<file path="src/rtl/ror_pkg.sv">
`timescale 1ns / 1ps

package ror_pkg;

  localparam int unsigned X_W   = 7;
  localparam int unsigned Y_W   = 5;
  localparam int unsigned SYM_W = 8;
  localparam int unsigned LIM_W = 4;
  localparam int unsigned SQ_W  = 14;  // square of an 8-bit signed offset
  localparam int unsigned DIST_W = SQ_W + 1;
  localparam int unsigned LO_W  = 8;
  localparam int unsigned HI_W  = 9;

  localparam logic [SYM_W-1:0] BG_RESET = 8'd32;

  typedef enum logic [1:0] {
    OP_ADD   = 2'd0,
    OP_CLEAR = 2'd1,
    OP_TICK  = 2'd2,
    OP_QUERY = 2'd3
  } op_t;

  typedef struct packed {
    logic [X_W-1:0]   cx;
    logic [Y_W-1:0]   cy;
    logic [LIM_W-1:0] radius;
    logic [LIM_W-1:0] limit;
    logic [SYM_W-1:0] symbol;
  } ring_entry_t;

  // controller to datapath
  typedef struct packed {
    logic capture;
    logic issue;
    logic finish;
  } ror_cmd_t;

  // datapath to controller
  typedef struct packed {
    logic count_zero;
    logic last_issue;
    logic pipe_empty;
  } ror_stat_t;

  // inner bound (r-1)^2; a zero radius still needs distance 1
  function automatic logic [LO_W-1:0] ring_lo(input logic [LIM_W-1:0] r);
    logic [LIM_W-1:0] d;
    d = (r == '0) ? LIM_W'(1) : r - LIM_W'(1);
    return {4'b0, d} * {4'b0, d};
  endfunction

  // outer bound (r+1)^2
  function automatic logic [HI_W-1:0] ring_hi(input logic [LIM_W-1:0] r);
    logic [LIM_W:0] e;
    e = {1'b0, r} + 5'd1;
    return {4'b0, e} * {4'b0, e};
  endfunction

endpackage

</file>
<file path="src/rtl/ring_overlay_rasterizer.sv">
`timescale 1ns / 1ps

// Ring overlay rasterizer. Pulse start with an opcode while busy is low. Add and
// clear complete without raising busy. Tick and pixel query read the ring table
// one entry per cycle through its single read port, and busy stays high until
// the walk has drained. A query answers with out_valid high for exactly one
// cycle, the first cycle with busy low again; the result is not held, so the
// receiver must take it in that cycle. Add, clear and tick give no result. The
// background symbol is to be written by the user through cfg_valid/cfg_data
// only while idle; the block itself does not enforce this.
module ring_overlay_rasterizer #(
  parameter int unsigned TABLE_DEPTH  = 64,
  parameter int unsigned FIELD_WIDTH  = 80,
  parameter int unsigned FIELD_HEIGHT = 24
) (
  input  logic       clk,
  input  logic       rst_n,
  input  logic       start,
  output logic       busy,
  input  logic [1:0] in_opcode,
  input  logic [6:0] in_coord_x,
  input  logic [4:0] in_coord_y,
  input  logic [7:0] in_ring_symbol,
  input  logic [3:0] in_ring_limit,
  output logic       out_valid,
  output logic [7:0] out_pixel_symbol,
  output logic       out_ring_hit,
  input  logic       cfg_valid,
  output logic       cfg_ready,
  input  logic [7:0] cfg_data
);

  ror_pkg::ror_cmd_t  cmd;
  ror_pkg::ror_stat_t stat;

  assign cfg_ready = 1'b1;

  ror_ctrl u_ctrl (
    .clk       (clk),
    .rst_n     (rst_n),
    .start     (start),
    .in_opcode (in_opcode),
    .stat      (stat),
    .cmd       (cmd),
    .busy      (busy)
  );

  ror_datapath #(
    .TABLE_DEPTH  (TABLE_DEPTH),
    .FIELD_WIDTH  (FIELD_WIDTH),
    .FIELD_HEIGHT (FIELD_HEIGHT)
  ) u_datapath (
    .clk              (clk),
    .rst_n            (rst_n),
    .cmd              (cmd),
    .stat             (stat),
    .in_opcode        (in_opcode),
    .in_coord_x       (in_coord_x),
    .in_coord_y       (in_coord_y),
    .in_ring_symbol   (in_ring_symbol),
    .in_ring_limit    (in_ring_limit),
    .cfg_wr           (cfg_valid && cfg_ready),
    .cfg_data         (cfg_data),
    .out_valid        (out_valid),
    .out_pixel_symbol (out_pixel_symbol),
    .out_ring_hit     (out_ring_hit)
  );

endmodule

</file>
<file path="src/rtl/ror_ctrl.sv">
`timescale 1ns / 1ps

module ror_ctrl (
  input  logic               clk,
  input  logic               rst_n,
  input  logic               start,
  input  logic [1:0]         in_opcode,
  input  ror_pkg::ror_stat_t stat,
  output ror_pkg::ror_cmd_t  cmd,
  output logic               busy
);

  typedef enum logic [2:0] {
    ST_IDLE  = 3'b001,
    ST_WALK  = 3'b010,
    ST_DRAIN = 3'b100
  } state_t;

  state_t        state_r, state_nxt;
  ror_pkg::op_t  op;

  assign op = ror_pkg::op_t'(in_opcode);

  always_comb begin
    state_nxt = state_r;
    cmd       = '0;
    case (state_r)
      ST_IDLE: begin
        if (start) begin
          cmd.capture = 1'b1;
          if (op inside {ror_pkg::OP_TICK, ror_pkg::OP_QUERY}) begin
            state_nxt = stat.count_zero ? ST_DRAIN : ST_WALK;
          end
        end
      end
      ST_WALK: begin
        cmd.issue = 1'b1;
        if (stat.last_issue) begin
          state_nxt = ST_DRAIN;
        end
      end
      ST_DRAIN: begin
        // wait for the last entry to leave the pipeline, then commit
        if (stat.pipe_empty) begin
          cmd.finish = 1'b1;
          state_nxt  = ST_IDLE;
        end
      end
      default: begin
        state_nxt = ST_IDLE;
      end
    endcase
  end

  always_ff @(posedge clk) begin
    if (!rst_n) begin
      state_r <= ST_IDLE;
    end else begin
      state_r <= state_nxt;
    end
  end

  assign busy = (state_r != ST_IDLE);

endmodule

</file>
<file path="src/rtl/ror_datapath.sv">
`timescale 1ns / 1ps

module ror_datapath #(
  parameter int unsigned TABLE_DEPTH  = 64,
  parameter int unsigned FIELD_WIDTH  = 80,
  parameter int unsigned FIELD_HEIGHT = 24
) (
  input  logic                      clk,
  input  logic                      rst_n,
  input  ror_pkg::ror_cmd_t         cmd,
  output ror_pkg::ror_stat_t        stat,
  input  logic [1:0]                in_opcode,
  input  logic [ror_pkg::X_W-1:0]   in_coord_x,
  input  logic [ror_pkg::Y_W-1:0]   in_coord_y,
  input  logic [ror_pkg::SYM_W-1:0] in_ring_symbol,
  input  logic [ror_pkg::LIM_W-1:0] in_ring_limit,
  input  logic                      cfg_wr,
  input  logic [ror_pkg::SYM_W-1:0] cfg_data,
  output logic                      out_valid,
  output logic [ror_pkg::SYM_W-1:0] out_pixel_symbol,
  output logic                      out_ring_hit
);

  localparam int unsigned AW = (TABLE_DEPTH > 1) ? $clog2(TABLE_DEPTH) : 1;
  localparam int unsigned CW = $clog2(TABLE_DEPTH + 1);
  localparam int unsigned PW = AW + 1;
  localparam logic [PW-1:0] DEPTH_P = PW'(TABLE_DEPTH);
  localparam logic [CW-1:0] DEPTH_C = CW'(TABLE_DEPTH);
  localparam logic [AW-1:0] LAST_A  = AW'(TABLE_DEPTH - 1);

  // logical table position to physical slot of the circular buffer
  function automatic logic [AW-1:0] phys(input logic [AW-1:0] base,
                                         input logic [CW-1:0] ofs);
    logic [PW-1:0] s;
    s = {1'b0, base} + PW'(ofs);
    if (s >= DEPTH_P) s = s - DEPTH_P;
    return s[AW-1:0];
  endfunction

  ror_pkg::ring_entry_t ring_mem [TABLE_DEPTH];

  ror_pkg::op_t              op;
  logic [CW-1:0]             count_r, count_nxt;
  logic [AW-1:0]             head_r, head_nxt;
  logic [ror_pkg::SYM_W-1:0] bg_r;
  logic [CW-1:0]             idx_r, kept_r;
  logic                      query_r, field_ok_r;
  logic [ror_pkg::X_W-1:0]   px_r;
  logic [ror_pkg::Y_W-1:0]   py_r;
  ror_pkg::ring_entry_t      rd_r;
  logic                      v1_r, v2_r;
  logic [ror_pkg::SQ_W-1:0]  dx2_r, dy2_r;
  logic [ror_pkg::LO_W-1:0]  lo_r;
  logic [ror_pkg::HI_W-1:0]  hi_r;
  logic [ror_pkg::SYM_W-1:0] sym2_r, hsym_r;
  logic                      hit_r;
  logic                      out_valid_r, out_hit_r;
  logic [ror_pkg::SYM_W-1:0] out_sym_r;

  logic                      full;
  logic                      we;
  logic [AW-1:0]             waddr;
  ror_pkg::ring_entry_t      wdata;
  logic [AW-1:0]             raddr;
  localparam int unsigned LIM_W_C = ror_pkg::LIM_W + 1;
  logic [LIM_W_C-1:0]        rnew;
  logic                      keep;
  logic signed [7:0]         dx, dy;
  logic signed [15:0]        dxp, dyp;
  logic [ror_pkg::DIST_W-1:0] dist_sq;
  logic                      covers;

  assign op   = ror_pkg::op_t'(in_opcode);
  assign full = (count_r == DEPTH_C);

  // tick: grow by one and keep while within the limit
  assign rnew = {1'b0, rd_r.radius} + LIM_W_C'(1);
  assign keep = (rnew <= {1'b0, rd_r.limit});

  // table write port: add at capture, compaction during a tick walk
  always_comb begin
    we    = 1'b0;
    waddr = phys(head_r, kept_r);
    wdata = rd_r;
    wdata.radius = rnew[ror_pkg::LIM_W-1:0];
    if (cmd.capture && op == ror_pkg::OP_ADD) begin
      we           = 1'b1;
      waddr        = full ? head_r : phys(head_r, count_r);
      wdata.cx     = in_coord_x;
      wdata.cy     = in_coord_y;
      wdata.radius = '0;
      wdata.limit  = in_ring_limit;
      wdata.symbol = in_ring_symbol;
    end else if (v1_r && !query_r && keep) begin
      we = 1'b1;
    end
  end

  assign raddr = phys(head_r, idx_r);

  always_ff @(posedge clk) begin
    if (we) begin
      ring_mem[waddr] <= wdata;
    end
    if (cmd.issue) begin
      rd_r <= ring_mem[raddr];
    end
  end

  always_comb begin
    count_nxt = count_r;
    head_nxt  = head_r;
    if (cmd.capture && op == ror_pkg::OP_ADD) begin
      if (full) begin
        // drop the oldest ring by moving the start of the buffer
        head_nxt = (head_r == LAST_A) ? '0 : head_r + AW'(1);
      end else begin
        count_nxt = count_r + CW'(1);
      end
    end else if (cmd.capture && op == ror_pkg::OP_CLEAR) begin
      count_nxt = '0;
      head_nxt  = '0;
    end else if (cmd.finish && !query_r) begin
      count_nxt = kept_r;
    end
  end

  // query stage one: offsets squared and ring bounds
  assign dx  = $signed({1'b0, px_r}) - $signed({1'b0, rd_r.cx});
  assign dy  = 8'(signed'({3'b0, py_r}) - signed'({3'b0, rd_r.cy}));
  assign dxp = dx * dx;
  assign dyp = dy * dy;

  // query stage two: distance against the band
  assign dist_sq = {1'b0, dx2_r} + {1'b0, dy2_r};
  assign covers  = (dist_sq >= ror_pkg::DIST_W'(lo_r)) &&
                   (dist_sq <= ror_pkg::DIST_W'(hi_r));

  always_ff @(posedge clk) begin
    if (!rst_n) begin
      count_r     <= '0;
      head_r      <= '0;
      bg_r        <= ror_pkg::BG_RESET;
      v1_r        <= 1'b0;
      v2_r        <= 1'b0;
      out_valid_r <= 1'b0;
      query_r     <= 1'b0;
      idx_r       <= '0;
      kept_r      <= '0;
      hit_r       <= 1'b0;
    end else begin
      count_r     <= count_nxt;
      head_r      <= head_nxt;
      v1_r        <= cmd.issue;
      v2_r        <= v1_r && query_r;
      out_valid_r <= cmd.finish && query_r;
      if (cfg_wr) begin
        bg_r <= cfg_data;
      end
      if (cmd.capture) begin
        query_r <= (op == ror_pkg::OP_QUERY);
        idx_r   <= '0;
        kept_r  <= '0;
        hit_r   <= 1'b0;
      end else begin
        if (cmd.issue) begin
          idx_r <= idx_r + CW'(1);
        end
        if (v1_r && !query_r && keep) begin
          kept_r <= kept_r + CW'(1);
        end
        if (v2_r && covers && field_ok_r) begin
          hit_r <= 1'b1;
        end
      end
    end
  end

  always_ff @(posedge clk) begin
    if (cmd.capture) begin
      px_r       <= in_coord_x;
      py_r       <= in_coord_y;
      field_ok_r <= ({1'b0, in_coord_x} < 8'(FIELD_WIDTH)) &&
                    ({1'b0, in_coord_y} < 6'(FIELD_HEIGHT));
    end
    if (v1_r) begin
      dx2_r  <= dxp[ror_pkg::SQ_W-1:0];
      dy2_r  <= dyp[ror_pkg::SQ_W-1:0];
      lo_r   <= ror_pkg::ring_lo(rd_r.radius);
      hi_r   <= ror_pkg::ring_hi(rd_r.radius);
      sym2_r <= rd_r.symbol;
    end
    // later entries win
    if (v2_r && covers && field_ok_r) begin
      hsym_r <= sym2_r;
    end
    if (cmd.finish) begin
      out_sym_r <= hit_r ? hsym_r : bg_r;
      out_hit_r <= hit_r;
    end
  end

  assign stat.count_zero = (count_r == '0);
  assign stat.last_issue = (idx_r == count_r - CW'(1));
  assign stat.pipe_empty = !v1_r && !v2_r;

  assign out_valid        = out_valid_r;
  assign out_pixel_symbol = out_sym_r;
  assign out_ring_hit     = out_hit_r;

endmodule

</file>
<file path="config.mk">
export PLATFORM = sky130hd
export DESIGN_NAME = ring_overlay_rasterizer
export DESIGN_NICKNAME = d
export VERILOG_FILES = /design/src/rtl/ror_pkg.sv /design/src/rtl/ring_overlay_rasterizer.sv /design/src/rtl/ror_ctrl.sv /design/src/rtl/ror_datapath.sv
export SDC_FILE = /design/constraint.sdc
export NUM_CORES = 2
export LEC_CHECK = 0
export ABC_AREA = 1
export BUFFER_PORTS_ARGS = -buffer_cell sky130_fd_sc_hd__buf_4
export CAP_MARGIN = 20
export CORE_MARGIN = 2
export CORE_UTILIZATION = 53
export CTS_CLUSTER_DIAMETER = 100
export DETAILED_ROUTE_END_ITERATION = 6
export PLACE_DENSITY = 0.71
export REMOVE_ABC_BUFFERS = 1
export SLEW_MARGIN = 5
export SYNTH_ARGS = -nofsm -noshare
export SYNTH_HDL_FRONTEND = slang
export SYNTH_SLANG_ARGS = --single-unit
</file>
<file path="constraint.sdc">
create_clock -name clk -period 5.1 [get_ports clk]
set_input_delay 0.765 -clock clk [delete_from_list [all_inputs] [get_ports clk]]
set_output_delay 0.765 -clock clk [all_outputs]
set_load 0.05 [all_outputs]
</file>
# [Word-level counts from Yosys, hierarchy flattened]
# Memories as Yosys holds them, arrays and structs flattened. A register that Yosys moved wholly into a read port is not among the register bits.
# Cells that the tools add are included.
[totals] ram_bits=1792 memories=1 regBits=126
[op_classes] eq_ne=16 mux=31 add_sub_neg=16 bitwise_logic=1 n_reduce_logical=25 n_mul=4 n_lt_le_gt_ge=8
[memory_table] name="u_datapath.ring_mem" depth=64 word_bits=28 rd=1 rd_ports_with_merged_regs=1 write_ports=1 line="ror_datapath.sv:40" text="ror_pkg::ring_entry_t ring_mem [TABLE_DEPTH];"
[ops] op="$mux 6" n=9
[ops] op="$mux 28" n=1
[ops] op="$mux 7" n=4
[ops] op="$add 6x7->7" n=3
[ops] op="$add 7x1->7 const B" n=3
[ops] op="$ge 7x7->1 const B" n=3
[ops] op="$sub 6x1->6 const B" n=3
[ops] op="$add 14x14->15" n=1
[ops] op="$ge 15x8->1" n=1
[ops] op="$le 15x9->1" n=1
[ops] op="$mux 3" n=5
[ops] op="$mul 8x8->14" n=1
[ops] op="$logic_and 1x1->1" n=12
[ops] op="$mul 6x6->12" n=1
[ops] op="$mul 5x5->9" n=1
[ops] op="$mux 1" n=9
[ops] op="$pmux 3 s3" n=1
[ops] op="$mul 4x4->8" n=1
[ops] op="$mux 8" n=1
[ops] op="$ne 2x2->1 const B" n=4
[ops] op="$sub 7x7->8" n=1
[ops] op="$eq 7x7->1" n=1
[ops] op="$eq 7x7->1 const B" n=1
[ops] op="$logic_not 7->1" n=1
[ops] op="other kinds (26)" n=32

# [Logic depth before layout (Yosys ltp)]
[logic_depth] word_depth=8 depth_mapped=28 mapped_depth_nobuf=28

# [Cells and area by module]
# From an unflattened synthesis, not the netlist that was laid out.
[hier_totals] cells_unflattened=6972 area_unflattened_um2=82716.8
[modules_own_cells] mod="ror_datapath" n_inst=1 cells_each=6941 area_per_inst_um2=82525.4 seq_area_each_um2=57765.4
[modules_own_cells] mod="ror_ctrl" n_inst=1 cells_each=29 area_per_inst_um2=180.2 seq_area_each_um2=60.1
[modules_own_cells] mod="ring_overlay_rasterizer" n_inst=1 cells_each=2 area_per_inst_um2=11.3 seq_area_each_um2=0.0

# [Worst setup path before layout]
# Ideal clock, no wire load.
[synth_path] path_type="register -> register" from="register u_datapath.px_r[0] (netlist bit)" to="register u_datapath.dx2_r[12] (netlist bit) (data pin)" stages_incl_launch_ff=27 setup_slack_ns=-0.314 n_path_buf=0 setup_time_ns=0.258 arrival_time_ns=5.156 cell_sequence="edfxtp_1 -> inv_1 -> ha_1 -> inv_1 -> fa_1 -> a31oi_1 -> inv_1 -> a21oi_1 -> o21bai_1 -> xnor2_1 -> nor2_1 -> fa_1 -> fa_1 -> fa_1 -> inv_1 -> fa_1 -> inv_1 -> ha_1 -> a21oi_1 -> o21ai_0 -> nand2_1 -> nand2_1 -> a21oi_1 -> nor2_1 -> o21ai_0 -> nand2_1 -> xor2_1"
[synth_between] elab_chain_len=2
[synth_rtl] element="from (decl)" line="ror_datapath.sv:48" text="logic [ror_pkg::X_W-1:0] px_r;"
[synth_rtl] element="from (signal assigned)" line="ror_datapath.sv:181" text="px_r <= in_coord_x;"
[synth_rtl] element="$sub 7x7->8" line="ror_datapath.sv:129" text="assign dx = $signed({1'b0, px_r}) - $signed({1'b0, rd_r.cx});"
[synth_rtl] element="$mul 8x8->14" line="ror_datapath.sv:131" text="assign dxp = dx * dx;"
[synth_rtl] element="via u_datapath.dxp[12]" line="ror_datapath.sv:69" text="logic signed [15:0] dxp, dyp;"
[synth_rtl] element="to (signal assigned)" line="ror_datapath.sv:187" text="dx2_r <= dxp[ror_pkg::SQ_W-1:0];"
[synth_rtl] element="to (decl)" line="ror_datapath.sv:52" text="logic [ror_pkg::SQ_W-1:0] dx2_r, dy2_r;"
# The timed path passes the listed nets, and every way through them passes these cells.
# A chain may end at the register's enable or synchronous reset.

# [Final worst setup path]
[layout_path] from="register u_datapath.px_r[0] (netlist bit)" to="register u_datapath.dx2_r[11] (netlist bit) (data pin)"
# The elaborated chain is that of the path after synthesis.

==> out/results.ini <==
[status]
status = finished, violations left
failed_checks = setup timing

[place]
place.detailed.hpwl_mm = 127.1
routabilityCongestion = 0.8999
port_buffers = 48

[floorplanning]
design.portCount = 50
die_x_um = 401.0
placementRows = 145
vertical_extent_of_the_die_um = 401.0
design.core.area_mm2 = 0.1564
initial_utilization_pct = 53.43
die_area_mm2 = 0.1608

[critical_path]
reg2reg_depth = 26
critPathRequiredTime_ns = 5.66
timing.setup.critical_path_class = reg -> reg
kind_of_start_point_of_the_critical_path = register
timing.critical_path.fanout_max = 5
data_arrival_at_the_endpoint_of_the_critical_path_ns = 5.92
rr_endpoint = u_datapath.dx2_r[11]
cpPeakStageDelay_ns = 0.53
crit_path_end_kind = register
crit_slowest_cell = fa_1
timing.rr.start = u_datapath.px_r[0]
ff2ff_setup_slack_ns = -0.27

[detailed_routing]
post-route-drc-count = 0
routed_wire_length_per_instance_um = 23.70
drt_first_iter_violations = 7384
dr_total_vias = 54470
finalWirelength_mm = 219.8
drt_pre_antenna_iters = 6
avgViaCountPerCell = 5.874
antenna_violating_nets_post_route = 0

[synthesis]
syn_area_mm2 = 0.08355
number_of_instances_in_the_synthesized_netlist = 6911
synth_warnings = 0
synthFlopType = edfxtp_1
yosys_register_bits = 1940
post_synthesis_async_set_or_reset_flop_share_pct = 0
post_synth_num_cell_types = 56
avgSynthCellArea_um2 = 12.09
synth.yosys.seq_area_share_pct = 69.21
synth_edf_count = 1897

[sta]
fin_worst_skew_ns = 0.07038
unrepaired_setup_endpoints_after_global_routing = true
finalCritPeriodShare_pct = 105.2
final.min_clock_period_ns = 5.366
total_count_of_max_transition_violations_in_the_final_report = 0
post-route-worst-setup-slack_ns = -0.2660
timing_hold_violations_final = 0
maxSlewHeadroom_pct = 21.51
worst_slew_pin_slew_ns = 1.173
fmax_mhz = 186.4
timing.final.setup_violations = 5
setup-tns-final_ns = -0.8691

[clocking]
clock_insertion_delay_worst_skew_ns = 0.86
tritoncts.num_buffers = 192
cts_root_buffer = clkbuf_16
cts_max_level = 4
clock-sinks = 1940
clkSlewWorstSetupHoldPaths_ns = 0.06
cts_buffer_depth = 3
clock_tree_from_tritoncts = yes

[global_routing]
first_global_vias = 52150
grt_max_degree = 182
grt_antenna_before_repair = 8
overall_overflow_remaining_after_global_route = 0
grt_first_pass_wirelength_mm = 325.5
grt_usage_pct = 26.95

[finish]
num-fill-cells = 11830
drive_above_1_share_pct = 12.38
final_common_cell = edfxtp_1
mostFrequentLayoutCells = edfxtp_1 (1897), nor2_1 (1187), o21ai_0 (1009)
fin_nets = 7280
area.growth.synth_to_final_pct = 13.54

[worst_hold_path]
hold_critical_path_depth = 1
hp-start = in_coord_y[2]
worst_hold_path.endpoint = u_datapath.py_r[2]
holdCritPathClass = in -> reg

[pwr]
p_total_uw = 56220
cellPowerDensity_mw_per_mm2 = 592.6
irDropWorstVdd_v = 0.002336
total_leakage_power_uw = 0.03295

[flow_run]
max_cap_viol_count = 0

-- synthesized netlist by cell type, types with 5 or more instances --
library cell / count / share of area (%)
nand2_1: 651 / 2.9
clkbuf_1: 207 / 0.93
inv_2: 8 / 0.036
a21o_1: 5 / 0.045
mux2i_1: 140 / 1.7
nand3_1: 189 / 1.1
or2_2: 6 / 0.045
xor2_1: 52 / 0.55
ha_1: 122 / 1.8
edfxtp_1: 1897 / 68
o21ai_1: 267 / 1.6
buf_4: 37 / 0.33
xnor2_1: 22 / 0.23
nor2_1: 1260 / 5.7
nor3_1: 16 / 0.096
o22ai_1: 143 / 1.1
buf_1: 32 / 0.14
inv_1: 385 / 1.7
o21ai_0: 1027 / 6.2
nand3b_1: 5 / 0.045
nand2_2: 9 / 0.067
fa_1: 66 / 1.6
mux2_2: 84 / 1.1
a21oi_1: 62 / 0.37
a31oi_1: 6 / 0.045
clkinv_1: 5 / 0.022
nand3_2: 5 / 0.060
buf_2: 96 / 0.58
dfxtp_1: 43 / 1.0
buf_6: 8 / 0.11
nand4_1: 14 / 0.10
-- worst max path at each step --
stage                         from              endpoint  slack (ns)  cells past startpoint
3_3_place_gp    u_datapath.px_r[0]  u_datapath.dx2_r[12]       -0.40                     26
6_report        u_datapath.px_r[0]  u_datapath.dx2_r[11]       -0.27                     26
5_1_grt         u_datapath.px_r[0]  u_datapath.dx2_r[12]       -0.52                     26
4_1_cts         u_datapath.px_r[0]  u_datapath.dx2_r[11]       -0.14                     25
3_5_place_dp    u_datapath.px_r[0]  u_datapath.dx2_r[12]       -0.38                     26
2_1_floorplan  u_datapath.idx_r[0]    u_datapath.rd_r[0]      -27.63                     10
-- kinds of logic after synthesis --
logic type | synth area share [%]
other | 0.008988
muxes | 2.809
and+or+nand+nor | 10.43
DFF | 69.21
adders and majority gates | 3.408
AOI/OAI and AO/OA | 9.476
buffers and inverters | 3.885
xor gates and xnor gates | 0.7757
-- sequential cells by signal (all words and copies together), names as in the netlist, 8 cells and up --
name                         cells
u_datapath.bg_r                  8
u_datapath.dx2_r                13
u_datapath.dy2_r                11
u_datapath.hi_r                  8
u_datapath.hsym_r                8
u_datapath.out_pixel_symbol      8
u_datapath.rd_r                 28
u_datapath.ring_mem           1792
u_datapath.sym2_r                8
-- per-layer routing --
layer  wire length [um]  vias up  GRT usage, %
met5                 28        -             0
met2             101600     2713         42.34
li1                   -    24750             -
met4               9102        4         11.17
met1              85890    26560         36.49
met3              23230      445         6.063
-- cell type report --
cell class | instances | area, um^2 | area share, %
Sequential cell | 1940 | 57830 | 60.96
Timing Repair Buffer | 329 | 3214 | 3.388
Clock buffer | 234 | 5005 | 5.276
Inverter | 399 | 1519 | 1.601
Multi-Input combinational cell | 4192 | 23300 | 24.56
Clock inverter | 121 | 1429 | 1.506
Antenna cell | 1 | 2.502 | 0.002638
Tap cell | 2058 | 2575 | 2.714
-- report_power, final --
part	switching [uW]	internal, uW
registers	117	19200
clock network	6110	8240
logic	12600	10000
total	18800	37400
-- through the flow --
step / area [um^2] / cells / utilization (%) / hold slack (ns) / setup WS [ns]
after global routing: 94860 / 9273 / 60.66 / 0.09094 / -0.5152
after detailed placement: 88100 / 8911 / 56.33 / 0.4118 / -0.3834
after floorplan: 81810 / 6531 / - / 0.4003 / -27.63
after global placement: 88020 / 8908 / 56.28 / 0.4014 / -0.3993
after CTS: 94620 / 9266 / 60.50 / 0.06894 / -0.1398
final: 94870 / 9274 / 60.66 / 0.1247 / -0.2660
-- critical path, delay by kind of cell, from the launching register on --
family	cells	cell delay, ns
xor+xnor	2	0.34
simple gates	4	0.26
compound gates	6	0.77
flops	1	0.36
buf+inv	7	0.51
fa+ha+maj	7	2.86
-- repair_timing --
item                       4_1_cts  5_1_grt
setup buffers                    0        6
resized for setup               22       51
pin swaps                        6       38
gates cloned                     0        0
setup endpoints to repair        5       10
hold buffers                     0        0
(Power assumes the default switching activity.)
